`config.mk`:
```
export PLATFORM = sky130hd
export DESIGN_NAME = task_slot_sleep_scheduler
export DESIGN_NICKNAME = d
export VERILOG_FILES = /design/src/tsss_pkg.sv /design/src/tsss_ram.sv /design/src/tsss_ctrl.sv /design/src/tsss_dp.sv /design/src/task_slot_sleep_scheduler.sv
export SDC_FILE = /design/constraint.sdc
export NUM_CORES = 1
export LEC_CHECK = 0
export BUFFER_PORTS_ARGS = -buffer_cell sky130_fd_sc_hd__buf_2
export CAP_MARGIN = 20
export CORE_MARGIN = 3
export CORE_UTILIZATION = 30
export DETAILED_ROUTE_END_ITERATION = 6
export PLACE_DENSITY = 0.53
export REMOVE_ABC_BUFFERS = 1
export SYNTH_ARGS = -nofsm -noshare
export SYNTH_HDL_FRONTEND = slang
export SYNTH_SLANG_ARGS = --single-unit
export TNS_END_PERCENT = 20
```
`constraint.sdc`:
```
create_clock -name clk -period 4.05 [get_ports clk]
set_input_delay 0.81 -clock clk [delete_from_list [all_inputs] [get_ports clk]]
set_output_delay 0.81 -clock clk [all_outputs]
set_load 0.05 [all_outputs]
```
`src/tsss_pkg.sv`:
```
// ----------------------------------------------------------------------------
// tsss_pkg
// Shared types and constants of the task slot sleep scheduler.
// ----------------------------------------------------------------------------
`default_nettype none

package tsss_pkg;

  localparam int OPCODE_W = 3;
  localparam int SEL_W    = 8;
  localparam int SCNT_W   = 16;
  localparam int STAT_W   = 3;
  localparam int RSLOT_W  = 4;
  localparam int IN_W     = 32;
  localparam int OUT_W    = 8;

  typedef enum logic [OPCODE_W-1:0] {
    OP_ADD   = 3'd0,
    OP_KILL  = 3'd1,
    OP_SLEEP = 3'd2,
    OP_TICK  = 3'd3,
    OP_DONE  = 3'd4
  } op_t;

  typedef enum logic [STAT_W-1:0] {
    STAT_ADDED     = 3'd0,
    STAT_FULL      = 3'd1,
    STAT_KILLED    = 3'd2,
    STAT_BAD_SLOT  = 3'd3,
    STAT_SLEEP_SET = 3'd4,
    STAT_DISPATCH  = 3'd5,
    STAT_TICK_DONE = 3'd6,
    STAT_MARKED    = 3'd7
  } stat_t;

  typedef enum logic [1:0] {
    MODE_READY    = 2'd0,
    MODE_SLEEPING = 2'd1,
    MODE_DONE     = 2'd2
  } mode_t;

  typedef struct packed {
    logic exec_op;
    logic walk_step;
    logic emit_dispatch;
    logic emit_done;
  } ctl_cmd_t;

  typedef struct packed {
    logic out_free;
    logic slot_ready;
    logic last_slot;
  } dp_sts_t;

endpackage

`default_nettype wire

```
`src/tsss_ram.sv`:
```
// ----------------------------------------------------------------------------
// tsss_ram
// Generic single-write, single-read RAM with registered read data.
// ----------------------------------------------------------------------------
`default_nettype none

module tsss_ram #(
  parameter int WIDTH = 16,
  parameter int DEPTH = 16,
  localparam int AW = $clog2(DEPTH)
) (
  input  wire logic             clk,
  input  wire logic             we,
  input  wire logic [AW-1:0]    waddr,
  input  wire logic [WIDTH-1:0] wdata,
  input  wire logic [AW-1:0]    raddr,
  output logic      [WIDTH-1:0] rdata
);

  logic [WIDTH-1:0] mem [DEPTH];
  logic [WIDTH-1:0] rdata_r;

  always_ff @(posedge clk) begin
    if (we) begin
      mem[waddr] <= wdata;
    end
    rdata_r <= mem[raddr];
  end

  assign rdata = rdata_r;

endmodule

`default_nettype wire

```
`src/tsss_ctrl.sv`:
```
// ----------------------------------------------------------------------------
// tsss_ctrl
// Controller: takes input beats, sequences the tick walk and the final beat.
// ----------------------------------------------------------------------------
`default_nettype none

module tsss_ctrl (
  input  wire logic                    clk,
  input  wire logic                    rst_n,
  input  wire logic                    in_tvalid,
  output logic                         in_tready,
  input  wire logic [tsss_pkg::OPCODE_W-1:0] opcode,
  input  wire tsss_pkg::dp_sts_t       sts,
  output tsss_pkg::ctl_cmd_t           cmd
);

  import tsss_pkg::*;

  typedef enum logic [1:0] {
    ST_IDLE,
    ST_WALK,
    ST_FINISH
  } state_t;

  state_t state_r, state_nxt;
  logic   accept;
  logic   is_tick;

  assign is_tick   = (op_t'(opcode) == OP_TICK);
  assign in_tready = (state_r == ST_IDLE) && sts.out_free;
  assign accept    = in_tvalid && in_tready;

  always_comb begin
    cmd       = '0;
    state_nxt = state_r;
    case (state_r)
      ST_IDLE: begin
        if (accept) begin
          if (is_tick) begin
            state_nxt = ST_WALK;
          end else begin
            cmd.exec_op = 1'b1;
          end
        end
      end
      ST_WALK: begin
        if (sts.slot_ready) begin
          cmd.emit_dispatch = sts.out_free;
          cmd.walk_step     = sts.out_free;
        end else begin
          cmd.walk_step = 1'b1;
        end
        if (cmd.walk_step && sts.last_slot) begin
          state_nxt = ST_FINISH;
        end
      end
      ST_FINISH: begin
        if (sts.out_free) begin
          cmd.emit_done = 1'b1;
          state_nxt     = ST_IDLE;
        end
      end
      default: begin
        state_nxt = ST_IDLE;
      end
    endcase
  end

  always_ff @(posedge clk) begin
    if (!rst_n) begin
      state_r <= ST_IDLE;
    end else begin
      state_r <= state_nxt;
    end
  end

  a_done_once: assert property (@(posedge clk) disable iff (!rst_n)
    cmd.emit_done |=> (state_r == ST_IDLE) && !cmd.emit_done)
    else $error("tick-done beat not followed by idle");

  a_tick_walks: assert property (@(posedge clk) disable iff (!rst_n)
    (accept && is_tick) |=> (state_r == ST_WALK) && !cmd.emit_done)
    else $error("accepted tick did not start the walk");

endmodule

`default_nettype wire

```
`src/tsss_dp.sv`:
```
// ----------------------------------------------------------------------------
// tsss_dp
// Datapath: slot table, countdown RAM, walk index and result register.
// ----------------------------------------------------------------------------
`default_nettype none

module tsss_dp #(
  parameter int SLOT_COUNT = 16,
  parameter int COUNT_BITS = 16
) (
  input  wire logic                          clk,
  input  wire logic                          rst_n,
  input  wire tsss_pkg::ctl_cmd_t            cmd,
  output tsss_pkg::dp_sts_t                  sts,
  input  wire logic [tsss_pkg::OPCODE_W-1:0] opcode,
  input  wire logic [tsss_pkg::SEL_W-1:0]    slot_sel,
  input  wire logic [tsss_pkg::SCNT_W-1:0]   sleep_count,
  output logic                               out_tvalid,
  input  wire logic                          out_tready,
  output logic [tsss_pkg::OUT_W-1:0]         out_tdata,
  output logic                               out_tlast
);

  import tsss_pkg::*;

  localparam int IDX_W = $clog2(SLOT_COUNT);
  localparam logic [32:0] CNT_MAX = (33'd1 << COUNT_BITS) - 33'd1;

  logic [SLOT_COUNT-1:0] active_r, active_nxt;
  mode_t                 mode_r [SLOT_COUNT];
  mode_t                 mode_nxt [SLOT_COUNT];
  logic [IDX_W-1:0]      idx_r, idx_nxt;

  logic                  out_valid_r, out_valid_nxt;
  stat_t                 out_status_r, out_status_nxt;
  logic [RSLOT_W-1:0]    out_slot_r, out_slot_nxt;
  logic                  out_last_r, out_last_nxt;
  logic                  load;

  logic                  in_range;
  logic [IDX_W-1:0]      sel_idx;
  logic                  sel_ok;
  logic                  full;
  logic [IDX_W-1:0]      free_idx;
  logic [COUNT_BITS-1:0] sat_count;
  logic [31:0]           cnt_ext;

  logic                  ram_we;
  logic [IDX_W-1:0]      ram_waddr;
  logic [COUNT_BITS-1:0] ram_wdata;
  logic [IDX_W-1:0]      ram_raddr;
  logic [COUNT_BITS-1:0] ram_rdata;

  logic                  cur_active;
  mode_t                 cur_mode;

  assign in_range   = {1'b0, slot_sel} < (SEL_W+1)'(SLOT_COUNT);
  assign sel_idx    = slot_sel[IDX_W-1:0];
  assign sel_ok     = in_range && active_r[sel_idx];
  assign cnt_ext    = 32'(sleep_count);
  assign sat_count  = (cnt_ext > CNT_MAX[31:0]) ? CNT_MAX[COUNT_BITS-1:0]
                                                : cnt_ext[COUNT_BITS-1:0];
  assign cur_active = active_r[idx_r];
  assign cur_mode   = mode_r[idx_r];

  always_comb begin
    full     = 1'b1;
    free_idx = '0;
    for (int i = SLOT_COUNT - 1; i >= 0; i--) begin
      if (!active_r[i]) begin
        full     = 1'b0;
        free_idx = IDX_W'(i);
      end
    end
  end

  assign sts.out_free   = !out_valid_r || out_tready;
  assign sts.slot_ready = cur_active && (cur_mode == MODE_READY);
  assign sts.last_slot  = (idx_r == IDX_W'(SLOT_COUNT - 1));

  always_comb begin
    active_nxt     = active_r;
    mode_nxt       = mode_r;
    idx_nxt        = idx_r;
    ram_we         = 1'b0;
    ram_waddr      = idx_r;
    ram_wdata      = ram_rdata - COUNT_BITS'(1);
    load           = 1'b0;
    out_status_nxt = out_status_r;
    out_slot_nxt   = out_slot_r;
    out_last_nxt   = 1'b1;

    if (cmd.exec_op) begin
      case (op_t'(opcode))
        OP_ADD: begin
          load = 1'b1;
          if (full) begin
            out_status_nxt = STAT_FULL;
            out_slot_nxt   = '0;
          end else begin
            active_nxt[free_idx] = 1'b1;
            mode_nxt[free_idx]   = MODE_READY;
            out_status_nxt       = STAT_ADDED;
            out_slot_nxt         = RSLOT_W'(free_idx);
          end
        end
        OP_KILL: begin
          load = 1'b1;
          if (sel_ok) begin
            active_nxt[sel_idx] = 1'b0;
            mode_nxt[sel_idx]   = MODE_DONE;
            out_status_nxt      = STAT_KILLED;
            out_slot_nxt        = slot_sel[RSLOT_W-1:0];
          end else begin
            out_status_nxt = STAT_BAD_SLOT;
            out_slot_nxt   = '0;
          end
        end
        OP_SLEEP: begin
          load = 1'b1;
          if (sel_ok) begin
            mode_nxt[sel_idx] = MODE_SLEEPING;
            ram_we            = 1'b1;
            ram_waddr         = sel_idx;
            ram_wdata         = sat_count;
            out_status_nxt    = STAT_SLEEP_SET;
            out_slot_nxt      = slot_sel[RSLOT_W-1:0];
          end else begin
            out_status_nxt = STAT_BAD_SLOT;
            out_slot_nxt   = '0;
          end
        end
        OP_DONE: begin
          load = 1'b1;
          if (in_range) begin
            mode_nxt[sel_idx] = MODE_DONE;
            out_status_nxt    = STAT_MARKED;
            out_slot_nxt      = slot_sel[RSLOT_W-1:0];
          end else begin
            out_status_nxt = STAT_BAD_SLOT;
            out_slot_nxt   = '0;
          end
        end
        default: begin
        end
      endcase
    end

    if (cmd.walk_step) begin
      if (cur_active) begin
        case (cur_mode)
          MODE_SLEEPING: begin
            if (ram_rdata != '0) begin
              ram_we = 1'b1;
            end else begin
              mode_nxt[idx_r] = MODE_READY;
            end
          end
          MODE_READY: begin
          end
          default: begin
            active_nxt[idx_r] = 1'b0;
          end
        endcase
      end
      idx_nxt = sts.last_slot ? '0 : idx_r + IDX_W'(1);
    end

    if (cmd.emit_dispatch) begin
      load           = 1'b1;
      out_status_nxt = STAT_DISPATCH;
      out_slot_nxt   = RSLOT_W'(idx_r);
      out_last_nxt   = 1'b0;
    end

    if (cmd.emit_done) begin
      load           = 1'b1;
      out_status_nxt = STAT_TICK_DONE;
      out_slot_nxt   = '0;
    end

    if (!load) begin
      out_last_nxt = out_last_r;
    end
    out_valid_nxt = load ? 1'b1 : (out_tready ? 1'b0 : out_valid_r);
  end

  assign ram_raddr = idx_nxt;

  tsss_ram #(
    .WIDTH(COUNT_BITS),
    .DEPTH(SLOT_COUNT)
  ) u_cnt_ram (
    .clk  (clk),
    .we   (ram_we),
    .waddr(ram_waddr),
    .wdata(ram_wdata),
    .raddr(ram_raddr),
    .rdata(ram_rdata)
  );

  always_ff @(posedge clk) begin
    if (!rst_n) begin
      active_r    <= '0;
      idx_r       <= '0;
      out_valid_r <= 1'b0;
      for (int i = 0; i < SLOT_COUNT; i++) begin
        mode_r[i] <= MODE_DONE;
      end
    end else begin
      active_r    <= active_nxt;
      idx_r       <= idx_nxt;
      out_valid_r <= out_valid_nxt;
      mode_r      <= mode_nxt;
    end
  end

  always_ff @(posedge clk) begin
    out_status_r <= out_status_nxt;
    out_slot_r   <= out_slot_nxt;
    out_last_r   <= out_last_nxt;
  end

  assign out_tvalid = out_valid_r;
  assign out_tdata  = {1'b0, out_slot_r, out_status_r};
  assign out_tlast  = out_last_r;

  a_idx_wrap: assert property (@(posedge clk) disable iff (!rst_n)
    (cmd.walk_step && sts.last_slot) |=> (idx_r == '0))
    else $error("walk index did not return to slot zero");

  a_load_free: assert property (@(posedge clk) disable iff (!rst_n)
    load |-> sts.out_free)
    else $error("result register overwritten while held");

  a_dispatch_ready: assert property (@(posedge clk) disable iff (!rst_n)
    cmd.emit_dispatch |-> (cur_active && (cur_mode == MODE_READY)))
    else $error("dispatch of a slot that is not ready");

  a_add_claims: assert property (@(posedge clk) disable iff (!rst_n)
    (cmd.exec_op && (op_t'(opcode) == OP_ADD) && !full)
      |=> ($countones(active_r) == $past($countones(active_r)) + 1))
    else $error("add did not claim exactly one slot");

endmodule

`default_nettype wire

```
`src/task_slot_sleep_scheduler.sv`:
```
// ----------------------------------------------------------------------------
// task_slot_sleep_scheduler
// Task slot table with add, kill, sleep, mark-done and a tick that walks the
// slots, counts sleepers down, frees done slots and dispatches ready slots.
// ----------------------------------------------------------------------------
//
//  channel  dir  handshake            payload
//  in_      in   in_tvalid/in_tready  in_tdata: opcode, slot_sel, sleep_count
//  out_     out  out_tvalid/out_tready out_tdata: status, result_slot;
//                                     out_tlast: end_of_run
//
//  For add, kill, sleep and mark-done the result beat is registered and
//  shows up the cycle after the input beat.
//  A tick walks one slot per cycle through the countdown RAM read port,
//  bar the stall below, then sends the tick-done beat.
//  A held output beat stalls the walk at the next dispatch and blocks input.
//  Reset leaves every slot inactive and done; the countdown RAM needs no clear.
// ----------------------------------------------------------------------------
`default_nettype none

module task_slot_sleep_scheduler #(
  parameter int SLOT_COUNT = 16,
  parameter int COUNT_BITS = 16
) (
  input  wire logic                        clk,
  input  wire logic                        rst_n,
  input  wire logic                        in_tvalid,
  output logic                             in_tready,
  // [2:0] opcode, [10:3] slot_sel, [26:11] sleep_count, [31:27] zero
  input  wire logic [tsss_pkg::IN_W-1:0]   in_tdata,
  output logic                             out_tvalid,
  input  wire logic                        out_tready,
  // [2:0] status, [6:3] result_slot, [7] zero
  output logic      [tsss_pkg::OUT_W-1:0]  out_tdata,
  output logic                             out_tlast
);

  import tsss_pkg::*;

  ctl_cmd_t            cmd;
  dp_sts_t             sts;
  logic [OPCODE_W-1:0] opcode;
  logic [SEL_W-1:0]    slot_sel;
  logic [SCNT_W-1:0]   sleep_count;

  assign opcode      = in_tdata[OPCODE_W-1:0];
  assign slot_sel    = in_tdata[OPCODE_W+SEL_W-1:OPCODE_W];
  assign sleep_count = in_tdata[OPCODE_W+SEL_W+SCNT_W-1:OPCODE_W+SEL_W];

  tsss_ctrl u_ctrl (
    .clk      (clk),
    .rst_n    (rst_n),
    .in_tvalid(in_tvalid),
    .in_tready(in_tready),
    .opcode   (opcode),
    .sts      (sts),
    .cmd      (cmd)
  );

  tsss_dp #(
    .SLOT_COUNT(SLOT_COUNT),
    .COUNT_BITS(COUNT_BITS)
  ) u_dp (
    .clk        (clk),
    .rst_n      (rst_n),
    .cmd        (cmd),
    .sts        (sts),
    .opcode     (opcode),
    .slot_sel   (slot_sel),
    .sleep_count(sleep_count),
    .out_tvalid (out_tvalid),
    .out_tready (out_tready),
    .out_tdata  (out_tdata),
    .out_tlast  (out_tlast)
  );

endmodule

`default_nettype wire
```
# --- Yosys cells after proc, flatten, opt, wreduce, memory -nomap -nowiden ---
# Memory sizes are Yosys's and may differ from the RTL's. A register that Yosys moved wholly into a read port is not among the register bits.
# Cells that the tools add are included.
op_classes:
  addsub: 2
  multipliers: 0
  div_mod_pow: 0
  order_cmp: 14
  n_eq_ne: 12
  n_shift: 0
  n_mux: 120
  bitwise_logic: 18
  reduce_logical: 30
ops:
  columns: ["cell", "count"]
  rows:
  - ["two-way mux 32 bit", 9]
  - ["two-way mux 16 bit", 10]
  - ["one-hot mux 32 bit (4 select lines)", 1]
  - ["two-way mux 4 bit", 26]
  - ["AND 16 bit", 4]
  - ["AND 32 bit", 2]
  - ["inverter 16 bit", 4]
  - ["inverter 32 bit", 2]
  - ["bitwise OR 16 bit", 3]
  - ["two-way mux 1 bit", 47]
  - ["one-hot mux 16 bit (2 select lines)", 1]
  - ["demux 2 bit (select 4 bit)", 3]
  - ["two-way mux 2 bit", 12]
  - ["> comparator 16 bit (second input constant)", 1]
  - ["nonzero test 16 bit", 1]
  - ["subtractor 16 x 1 -> 16 bit (second input constant)", 1]
  - ["greater-or-equal comparator 5 bit (second input constant)", 3]
  - ["less-than comparator 4 x 5 -> 1 bit (second input constant)", 3]
  - ["less-than comparator 5 x 1 -> 1 bit (second input constant)", 3]
  - ["inverter 4 -> 5 bit", 3]
  - ["demux 1 bit (select 4 bit)", 3]
  - ["greater-or-equal comparator 4 x 1 -> 1 bit (second input constant)", 3]
  - ["one-hot mux 3 bit (4 select lines)", 1]
  - ["one-hot mux 4 bit (3 select lines)", 1]
  - ["other kinds (25)", 49]
totals:
  regBits: 63
  latchBits: 0
  mem_bits_rw: 256
  romBits: 0
  in_bits: 36
  out_inout_bits: 11
  word_cells: 221
  n_memories: 1
memory_table:
  columns: ["name", "words", "word_bits", "read_ports", "rd_ports_with_merged_regs", "wr", "line", "source"]
  rows:
  - ["u_dp.u_cnt_ram.mem", 16, 16, 1, 1, 1, "tsss_ram.sv:20", "logic [WIDTH-1:0] mem [DEPTH];"]

# --- Logic depth before layout (Yosys ltp) ---
# Gate-level depths: netlist of run 1.
depth:
  word_depth: 31
  mapped_depth: 13
  ltp_nobuf: 10

# --- Hierarchy ---
# From an unflattened synthesis of run 1, not the netlist that was laid out.
hier_totals:
  hier_cells: 1220
  area_unflattened_um2: 16019.1
by_module_without_submodules:
  columns: ["mod", "n_inst", "cells_each", "area_each_um2", "seq_area_each_um2"]
  rows:
  - ["tsss_ram", 1, 432, 10043.4, 8007.7]
  - ["tsss_dp", 1, 771, 5815.6, 1231.2]
  - ["tsss_ctrl", 1, 17, 160.2, 40.0]

# --- Worst setup path after synthesis of run 1 ---
# Ideal clock, no wire load.
synth_timing:
  path_kind: "input to register"
  start: "input in_tdata[4] (netlist bit)"
  end: "memory u_dp.u_cnt_ram.mem[13][0], enable pin"
  setup_ns: 0.388
  arrival_time_ns: 3.228
  required_ns: 3.662
  path_slack_ns: 0.433
  cell_stages: 9
  path_buffers: 2
  cell_sequence: "clkbuf_1 > mux4_2 > mux2i_1 > mux2i_1 > nand2_1 > nor3_1 > clkbuf_1 > a31oi_1 > nor2_1"
synth_via:
  elab_chain_cells: 12
  elab_cells_between_ends: 16
  classes_between: "order compare: 1; mux: 14; reduce/logical: 1"
synth_lines:
  columns: ["item", "line", "source"]
  rows:
  - ["from (decl)", "task_slot_sleep_scheduler.sv:30", "input wire logic [tsss_pkg::IN_W-1:0] in_tdata,"]
  - ["binary-select mux 1 bit (select 4 bit)", "tsss_dp.sv:59", "assign sel_ok = in_range && active_r[sel_idx];"]
  - ["two-way mux 1 bit (implied by the code)", "tsss_dp.sv:59", null]
  - ["logical AND 1 bit", "tsss_dp.sv:59", null]
  - ["two-way mux 1 bit", "tsss_dp.sv:121", "if (sel_ok) begin"]
  - ["two-way mux 1 bit", "tsss_dp.sv:94", "case (op_t'(opcode))"]
  - ["two-way mux 1 bit", "tsss_dp.sv:93", "if (cmd.exec_op) begin"]
  - ["two-way mux 1 bit", "tsss_dp.sv:153", "if (ram_rdata != '0) begin"]
  - ["two-way mux 1 bit", "tsss_dp.sv:151", "case (cur_mode)"]
  - ["two-way mux 1 bit", "tsss_dp.sv:150", "if (cur_active) begin"]
  - ["two-way mux 1 bit", "tsss_dp.sv:149", "if (cmd.walk_step) begin"]
  - ["two-way mux 1 bit", "tsss_ram.sv:24", "if (we) begin"]
  - ["two-way mux 1 bit (implied by the code)", "tsss_ram.sv:25", "mem[waddr] <= wdata;"]
  - ["to (decl)", "tsss_ram.sv:20", null]
# Parallel ways exist; a longest one is shown, timed or not. The select of a mux whose other input is x is not followed.

# --- Worst setup path in the final report of run 1 ---
layout_timing:
  start: "register u_dp.idx_r[0]"
  end: "register u_dp.u_cnt_ram.rdata_r[6], in the netlist u_dp.u_cnt_ram.rdata[6], read port of u_dp.u_cnt_ram.mem"
layout_via:
  elab_chain_cells: 10
  elab_cells_between_ends: 15
  classes_between: "add/sub: 1; eq/ne: 1; mux: 10; bitwise: 1; reduce/logical: 2"
layout_lines:
  columns: ["item", "line", "source"]
  rows:
  - ["from (decl)", "tsss_dp.sv:32", "logic [IDX_W-1:0] idx_r, idx_nxt;"]
  - ["from (signal assigned)", "tsss_dp.sv:212", "idx_r <= idx_nxt;"]
  - ["inverter 4 -> 5 bit (implied by the code)", "tsss_dp.sv:64", "assign cur_mode = mode_r[idx_r];"]
  - ["binary-select mux 2 bit (select 4 bit)", "tsss_dp.sv:64", null]
  - ["two-way mux 2 bit (implied by the code) (2 in a row)", "tsss_dp.sv:64", null]
  - ["zero test 2 bit", "tsss_dp.sv:78", "assign sts.slot_ready = cur_active && (cur_mode == MODE_READY);"]
  - ["logical AND 1 bit", "tsss_dp.sv:78", null]
  - ["two-way mux 1 bit", "tsss_ctrl.sv:47", "if (sts.slot_ready) begin"]
  - ["two-way mux 1 bit", "tsss_ctrl.sv:36", "case (state_r)"]
  - ["two-way mux 2 bit", "tsss_ctrl.sv:36", null]
  - ["two-way mux 4 bit *", "tsss_dp.sv:149", null]
  - ["to (decl)", "tsss_ram.sv:21", "logic [WIDTH-1:0] rdata_r;"]
# Mark *: on every way between the ends. The rest lies on a longest branch, timed or not. The select of a mux whose other input is x is not followed.
# A chain may end at the register's enable or synchronous reset.

==> results.py, run 1 <==
metrics = {
    "run_status": {
        "status": "complete, no violations",
    },
    "global_routing": {
        "grt_pass1_vias": 12000,
        "antenna_found_initial": 1,
        "grt_overflow": 0,
        "grt_max_degree": 86,
        "gr-usage-all-layers": 0.182,
        "grt_pass1_wl_um": 77800,
    },
    "final_layout": {
        "area_growth_pct": 17.9,
        "fin_util": 0.359,
        "final_cells": 2292,
        "drive_gt1_frac": 0.153,
        "nets": 1624,
        "n_antenna_cell": 0,
    },
    "sta": {
        "worst_slack_ns": 0.205,
        "slew_headroom": 0.254,
        "finalSetupViolCount": 0,
        "fin_crit_sh": 0.949,
        "worst_slew_pin_slew_ns": 1.11,
        "slew_viol_final": 0,
        "rsz0062_at_grt": "false",
        "max_freq_mhz": 260,
        "hold_violations": 0,
        "finalClockSkew_ns": 0.0314,
        "period_needed_ns": 3.85,
    },
    "synth": {
        "ys_types": 77,
        "synth.avg_cell_area_um2": 10.5,
        "synthFlopType": "edfxtp_1",
        "yosys_warnings": 0,
        "synth_cells": 1505,
        "synth_edf_count": 257,
        "synthArstFlopShare": 0,
        "syn_area_um2": 15700,
        "ys_seq_area_frac": 0.590,
        "ys_ff_latch": 335,
    },
    "floorplanning": {
        "die_y_um": 235,
        "ioPinCount": 47,
        "core-area_um2": 51600,
        "num_rows": 83,
        "start_util": 0.305,
        "die_w_um": 235,
        "dieArea_um2": 55200,
    },
    "clocking": {
        "clk_latency_ns": 0.56,
        "ctsHoldBuffers": 0,
        "cts_tree": "done",
        "cts_setup_buffers": 0,
        "max-clock-path-buffers": 3,
        "ctsResizeCount": 0,
        "cts_inserted_buffers": 37,
        "path_clk_slew_ns": 0.06,
        "cts.sinks": 335,
        "clock-root-buffer": "clkbuf_16",
        "h-tree-depth": 2,
    },
    "placement": {
        "gp_congestion": 0.955,
        "dp_hpwl_um": 34200,
        "pre_cts_ws_ns": 0.210,
        "placedCellCount": 2224,
        "port_buffers": 40,
    },
    "worst_setup_path": {
        "crit_start": "u_dp.idx_r[0]",
        "critPathLaunchType": "flop",
        "rr_worst_depth": 10,
        "crit_end": "u_dp.u_cnt_ram.rdata[6]",
        "cp.depth": 10,
        "r2r_start": "u_dp.idx_r[0]",
        "reg2reg_slack_ns": 0.20,
        "worstPathMaxFanout": 34,
        "crit_chain": "mux4_2, a22oi_1, and3_1, a31oi_4, mux2_4, buf_12, a21oi_1, nand2_1, a32oi_1, o311ai_1",
        "critPathKind": "reg -> reg",
        "critPathCaptureType": "flop",
        "worstReg2RegEnd": "u_dp.u_cnt_ram.rdata[6]",
        "required_ns": 4.44,
        "crit_path_top_delay_cell": "dfxtp_1",
        "cp.arrival_ns": 4.23,
        "critPathMaxStageDelay_ns": 0.76,
        "crit_family": "multiplexers",
        "cp_num_buf_inv": 1,
    },
    "detailed_routing": {
        "routed_wirelength_um": 52700,
        "wl_per_cell_um": 23.0,
        "antenna_left": 0,
        "drc": 0,
        "via_per_inst": 5.61,
        "drt_first_pass_iters": 6,
        "drtIter0Drc": 1454,
        "num_vias": 12900,
    },
    "power": {
        "vdd_drop_max_mv": 0.221,
        "power_leakage_nw": 6.01,
        "power_density_nw_per_um2": 411,
    },
    "min_path": {
        "hold_class": "reg -> reg",
    },
    "flow_run": {
        "maxCapViolCount": 0,
    },
}
==> cells by family (layout without fill, tap and decap cells) <==
family | Yosys count | count (layout) | synth area share
AOI/OAI and AO/OA | 481 | 481 | 0.192
xor gates and xnor gates | 13 | 13 | 0.00724
adders and majority gates | 5 | 5 | 0.00398
buffers and inverters | 118 | 225 | 0.0339
DFF | 335 | 335 | 0.590
muxes | 25 | 25 | 0.0305
other | 1 | 1 | 0.000238
and+or+nand+nor | 527 | 527 | 0.143
==> area by class of cell <==
cell class | count | area [um^2]
Clock inverter | 15 | 146
Sequential cell | 335 | 9280
Multi-Input combinational cell | 1052 | 6010
Clock buffer | 53 | 1030
Tap cell | 680 | 851
Fill cell | 5100 | 33100
Timing Repair Buffer | 141 | 1170
Inverter | 16 | 60.1
==> state kept, by name, summed over array words and instances (netlist names) <==
name / count
u_ctrl.state_r: 2
u_dp.out_status_r: 3
u_dp.u_cnt_ram.mem: 256
u_dp.out_tlast: 1
u_dp.idx_r: 4
u_dp.active_r: 16
u_dp.out_tvalid: 1
u_dp.out_slot_r: 4
u_dp.u_cnt_ram.rdata: 16
u_dp.mode_r: 32
==> routing by layer <==
layer  global-route usage  wire length (um)  part of all wire  vias to the layer above
met1                0.258             23100              0.44                     6324
met2                0.285             23800              0.45                      604
li1                     -                 -                 -                     5801
met4               0.0631              1760             0.033                        2
met3               0.0289              3920             0.074                      122
met5                    0                13           0.00025                        -
==> worst min path at each step <==
| stage | start | endpoint | cells after the start | slack, ns |
|---|---|---|---|---|
| global placement | u_dp.out_status_r[1] | u_dp.out_status_r[1] | 2 | 0.48 |
| global route | u_dp.out_slot_r[0] | u_dp.out_slot_r[0] | 2 | 0.53 |
| finish | u_dp.out_slot_r[0] | u_dp.out_slot_r[0] | 2 | 0.50 |
| CTS | u_dp.mode_r[26] | u_dp.mode_r[26] | 2 | 0.50 |
| detailed placement | u_dp.out_status_r[1] | u_dp.out_status_r[1] | 2 | 0.49 |
| floorplan | u_dp.mode_r[14] | u_dp.mode_r[14] | 2 | 0.44 |
==> Yosys cell counts (all sizes together) (3+ instances only) <==
| cell | instances | area share |
|---|---|---|
| o211ai | 11 | 0.0052 |
| a21o | 4 | 0.0019 |
| o221ai | 5 | 0.0028 |
| a221oi | 4 | 0.0022 |
| clkbuf | 65 | 0.016 |
| a32oi | 19 | 0.011 |
| o31ai | 10 | 0.0054 |
| a221o | 18 | 0.011 |
| nand2b | 9 | 0.0036 |
| dfxtp | 78 | 0.099 |
| a2111oi | 8 | 0.0045 |
| and3 | 6 | 0.0024 |
| xnor2 | 6 | 0.0033 |
| inv | 16 | 0.0038 |
| mux2i | 5 | 0.0040 |
| a211oi | 6 | 0.0032 |
| a21oi | 196 | 0.062 |
| o311ai | 17 | 0.0095 |
| nor2 | 107 | 0.026 |
| nand3 | 26 | 0.0083 |
| nand2 | 294 | 0.070 |
| ha | 5 | 0.0040 |
| a22oi | 21 | 0.010 |
| mux4 | 17 | 0.024 |
| mux2 | 3 | 0.0021 |
| edfxtp | 257 | 0.49 |
| xor2 | 7 | 0.0039 |
| o21ai | 94 | 0.030 |
| buf | 37 | 0.015 |
| and2 | 5 | 0.0020 |
| nand4 | 5 | 0.0020 |
| or3 | 9 | 0.0036 |
| or2 | 9 | 0.0036 |
| a31oi | 29 | 0.012 |
| a311oi | 5 | 0.0028 |
| a21boi | 4 | 0.0019 |
| nor4 | 4 | 0.0016 |
| nor2b | 15 | 0.0060 |
| nor3 | 31 | 0.0099 |
| o22ai | 8 | 0.0032 |
==> per-stage QoR <==
stage	area [um^2]	power, mW	setup TNS [ns]	hold slack, ns
after floorplan	15300	4.16	-533.38	0.442
after detailed placement	17400	4.39	0	0.489
after CTS	18500	7.68	0	0.500
final	18500	7.63	0	0.501
after global routing	18500	7.87	0	0.528
after global placement	17400	4.39	0	0.476
==> placed cells by master, fill, tap and decap left out, types with 18 or more instances in the layout <==
master and count:
clkbuf_16 38, a221o_1 18, dfxtp_1 78, buf_4 84
a32oi_1 19, a21oi_1 195, nor3_1 30, nand2_1 293
nand3_1 26, nor2_1 90, buf_2 40, a22oi_1 21
a31oi_1 28, o21ai_0 84, edfxtp_1 257
==> power breakdown <==
part | leakage (nW) | total (mW) | internal [mW] | switching [mW]
combinational | 2.48 | 0.545 | 0.175 | 0.370
clock | 0.577 | 3.29 | 1.91 | 1.39
sequential | 2.95 | 3.79 | 3.75 | 0.0402
total | 6.01 | 7.63 | 5.83 | 1.80
==> worst reg2reg max path, delay by kind of cell, from the launching register on <==
family / cells / cell delay [ns]
buffers and inverters: 1 / 0.26
DFF: 1 / 0.76
and+or+nand+nor: 2 / 0.42
AOI/OAI and AO/OA: 5 / 1.11
muxes: 2 / 1.16
Note: power is estimated with default switching activity, not from simulation.
==> run 2: changes to the inputs <==
CORE_UTILIZATION = 61   (was 30)
CTS_BUF_LIST = sky130_fd_sc_hd__clkbuf_4 sky130_fd_sc_hd__clkbuf_8   (was default)
PLACE_DENSITY = 0.87   (was 0.53)
==> results.py, run 2 (synthesis results as in run 1) <==
metrics = {
    "worst_setup_path": {
        "crit_top_cell": "mux4_2",
        "crit_path_top_delay_cell": "dfxtp_1",
        "critPathMaxStageDelay_ns": 0.85,
        "crit_family": "multiplexers",
        "reg2reg_slack_ns": 0.07,
        "required_ns": 4.49,
        "rr_worst_depth": 10,
        "crit_chain": "mux4_2, mux4_2, nor2_4, a31oi_4, mux2_4, buf_4, a21oi_1, a22oi_1, a32oi_1, o311ai_1",
        "critPathCaptureType": "flop",
        "critPathKind": "reg -> reg",
        "worstPathMaxFanout": 30,
        "critPathLaunchType": "flop",
        "r2r_start": "u_dp.idx_r[3]",
        "cp_num_buf_inv": 1,
        "worstReg2RegEnd": "u_dp.u_cnt_ram.rdata[8]",
        "cp.arrival_ns": 4.42,
    },
    "sta": {
        "hold_violations": 0,
        "finalClockSkew_ns": 0.0427,
        "slew_viol_final": 0,
        "rsz0062_at_grt": "false",
        "slew_headroom": 0.399,
        "fin_crit_sh": 0.983,
        "worst_slew_pin_slew_ns": 0.899,
        "finalSetupViolCount": 0,
        "period_needed_ns": 3.98,
        "worst_slack_ns": 0.0699,
        "max_freq_mhz": 251,
    },
    "placement": {
        "placedCellCount": 1870,
        "gp_congestion": 1.01,
        "pre_cts_ws_ns": 0.208,
        "dp_hpwl_um": 33400,
        "port_buffers": 40,
    },
    "global_routing": {
        "gr-usage-all-layers": 0.361,
        "grt_pass1_vias": 13200,
        "grt_max_degree": 57,
        "grt_pass1_wl_um": 77700,
        "antenna_found_initial": 0,
        "grt_overflow": 0,
    },
    "floorplanning": {
        "dieArea_um2": 27800,
        "core-area_um2": 25300,
        "die_y_um": 167,
        "num_rows": 58,
        "die_w_um": 167,
        "start_util": 0.623,
        "ioPinCount": 47,
    },
    "power": {
        "seqPwrFrac": 0.503,
        "swShare": 0.238,
        "power_density_nw_per_um2": 419,
        "power_switching_mw": 1.79,
        "clock_power_share": 0.424,
        "p_comb_frac": 0.073,
        "vdd_drop_max_mv": 0.290,
        "p_int_mw": 5.75,
        "power_leakage_nw": 6.03,
        "finalPower_mw": 7.54,
    },
    "min_path": {
        "hold_class": "in -> reg",
        "hp-start": "rst_n",
        "holdPathStages": 2,
        "hold_path_end": "u_dp.mode_r[7]",
    },
    "clocking": {
        "clk_latency_ns": 0.62,
        "h-tree-depth": 2,
        "clock-root-buffer": "clkbuf_8",
        "cts.sinks": 335,
        "cts_tree": "done",
        "max-clock-path-buffers": 3,
        "cts_inserted_buffers": 53,
        "path_clk_slew_ns": 0.07,
    },
    "detailed_routing": {
        "drt_first_pass_iters": 6,
        "antenna_left": 0,
        "num_vias": 13900,
        "wl_per_cell_um": 26.4,
        "routed_wirelength_um": 52000,
        "via_per_inst": 7.03,
        "drc": 0,
        "drtIter0Drc": 2837,
    },
    "run_status": {
        "status": "complete, no violations",
    },
    "final_layout": {
        "area_growth_pct": 14.3,
        "n_antenna_cell": 0,
        "largest_register": "u_dp.u_cnt_ram.mem",
        "final_cells": 1972,
        "fillers": 1666,
        "layout_common_cells": "293 x nand2_1, 257 x edfxtp_1, 195 x a21oi_1",
        "layout_commonest_cell": "nand2_1",
        "nets": 1640,
        "drive_gt1_frac": 0.178,
        "largestRegisters": "u_dp.u_cnt_ram.mem: 256 flops, u_dp.mode_r: 32 flops",
        "largest_reg_flops": 256,
    },
    "flow_run": {
        "maxCapViolCount": 0,
    },
}
[run 2: cell type report]
class | count | area (um^2) | area share
Timing Repair Buffer | 141 | 1040 | 0.0579
Sequential cell | 335 | 9280 | 0.516
Multi-Input combinational cell | 1052 | 6000 | 0.334
Inverter | 16 | 60.1 | 0.00334
Tap cell | 330 | 413 | 0.0230
Clock inverter | 9 | 136 | 0.00758
Clock buffer | 89 | 1050 | 0.0584
[run 2: worst reg2reg max path: cells and delay by family (launching register included)]
kind                   cells  cell delay (ns)
multiplexers               3             1.56
AO/OA/AOI/OAI              5             0.98
flip-flops                 1             0.85
buffers and inverters      1             0.27
AND/OR/NAND/NOR            1             0.17
[run 2: worst max path at each step]
stage | depth (start not counted) | from | slack [ns] | to
finish | 10 | u_dp.idx_r[3] | 0.07 | u_dp.u_cnt_ram.rdata[8]
global route | 10 | u_dp.idx_r[3] | 0.03 | u_dp.u_cnt_ram.rdata[7]
CTS | 9 | u_dp.idx_r[0] | 0.22 | u_dp.u_cnt_ram.rdata[8]
detailed placement | 9 | in_tdata[3] | 0.21 | u_dp.u_cnt_ram.mem[12][1]
global placement | 8 | in_tdata[3] | 0.29 | u_dp.u_cnt_ram.mem[5][4]
floorplan | 7 | u_dp.idx_r[0] | -2.98 | u_dp.u_cnt_ram.rdata[0]
[run 2: layer usage]
layer / up-vias / part of all wire / GRT usage / routed length, um
met5: - / 0 / 0 / 0
met4: 0 / 0.053 / 0.171 / 2750
met3: 229 / 0.14 / 0.0719 / 7070
met2: 1268 / 0.46 / 0.577 / 24100
met1: 6515 / 0.35 / 0.481 / 18100
li1: 5844 / - / - / -
[run 2: power by group through the flow]
stage                     sequential (mW)  clock [mW]  combinational (mW)
after global routing                 3.79        3.37               0.580
after global placement               3.86           0               0.500
after CTS                            3.79        3.19               0.527
after floorplan                      3.88           0               0.285
after detailed placement             3.86           0               0.521
final                                3.79        3.20               0.548
[run 2: per-stage QoR]
stage,hold WS [ns],area (um^2),setup TNS [ns],util
final,0.450,18000,0,0.712
after global routing,0.481,18000,0,0.712
after CTS,0.447,18000,0,0.711
after detailed placement,0.478,16800,0,0.664
after global placement,0.476,16700,0,0.663
after floorplan,0.442,15300,-533.38,-
[run 2: what timing repair did]
item	CTS	global route
setup buffers	0	3
resized for setup	0	0
endpoints found under the hold margin	0	0
hold buffers	0	0
endpoints found under the setup margin	0	1
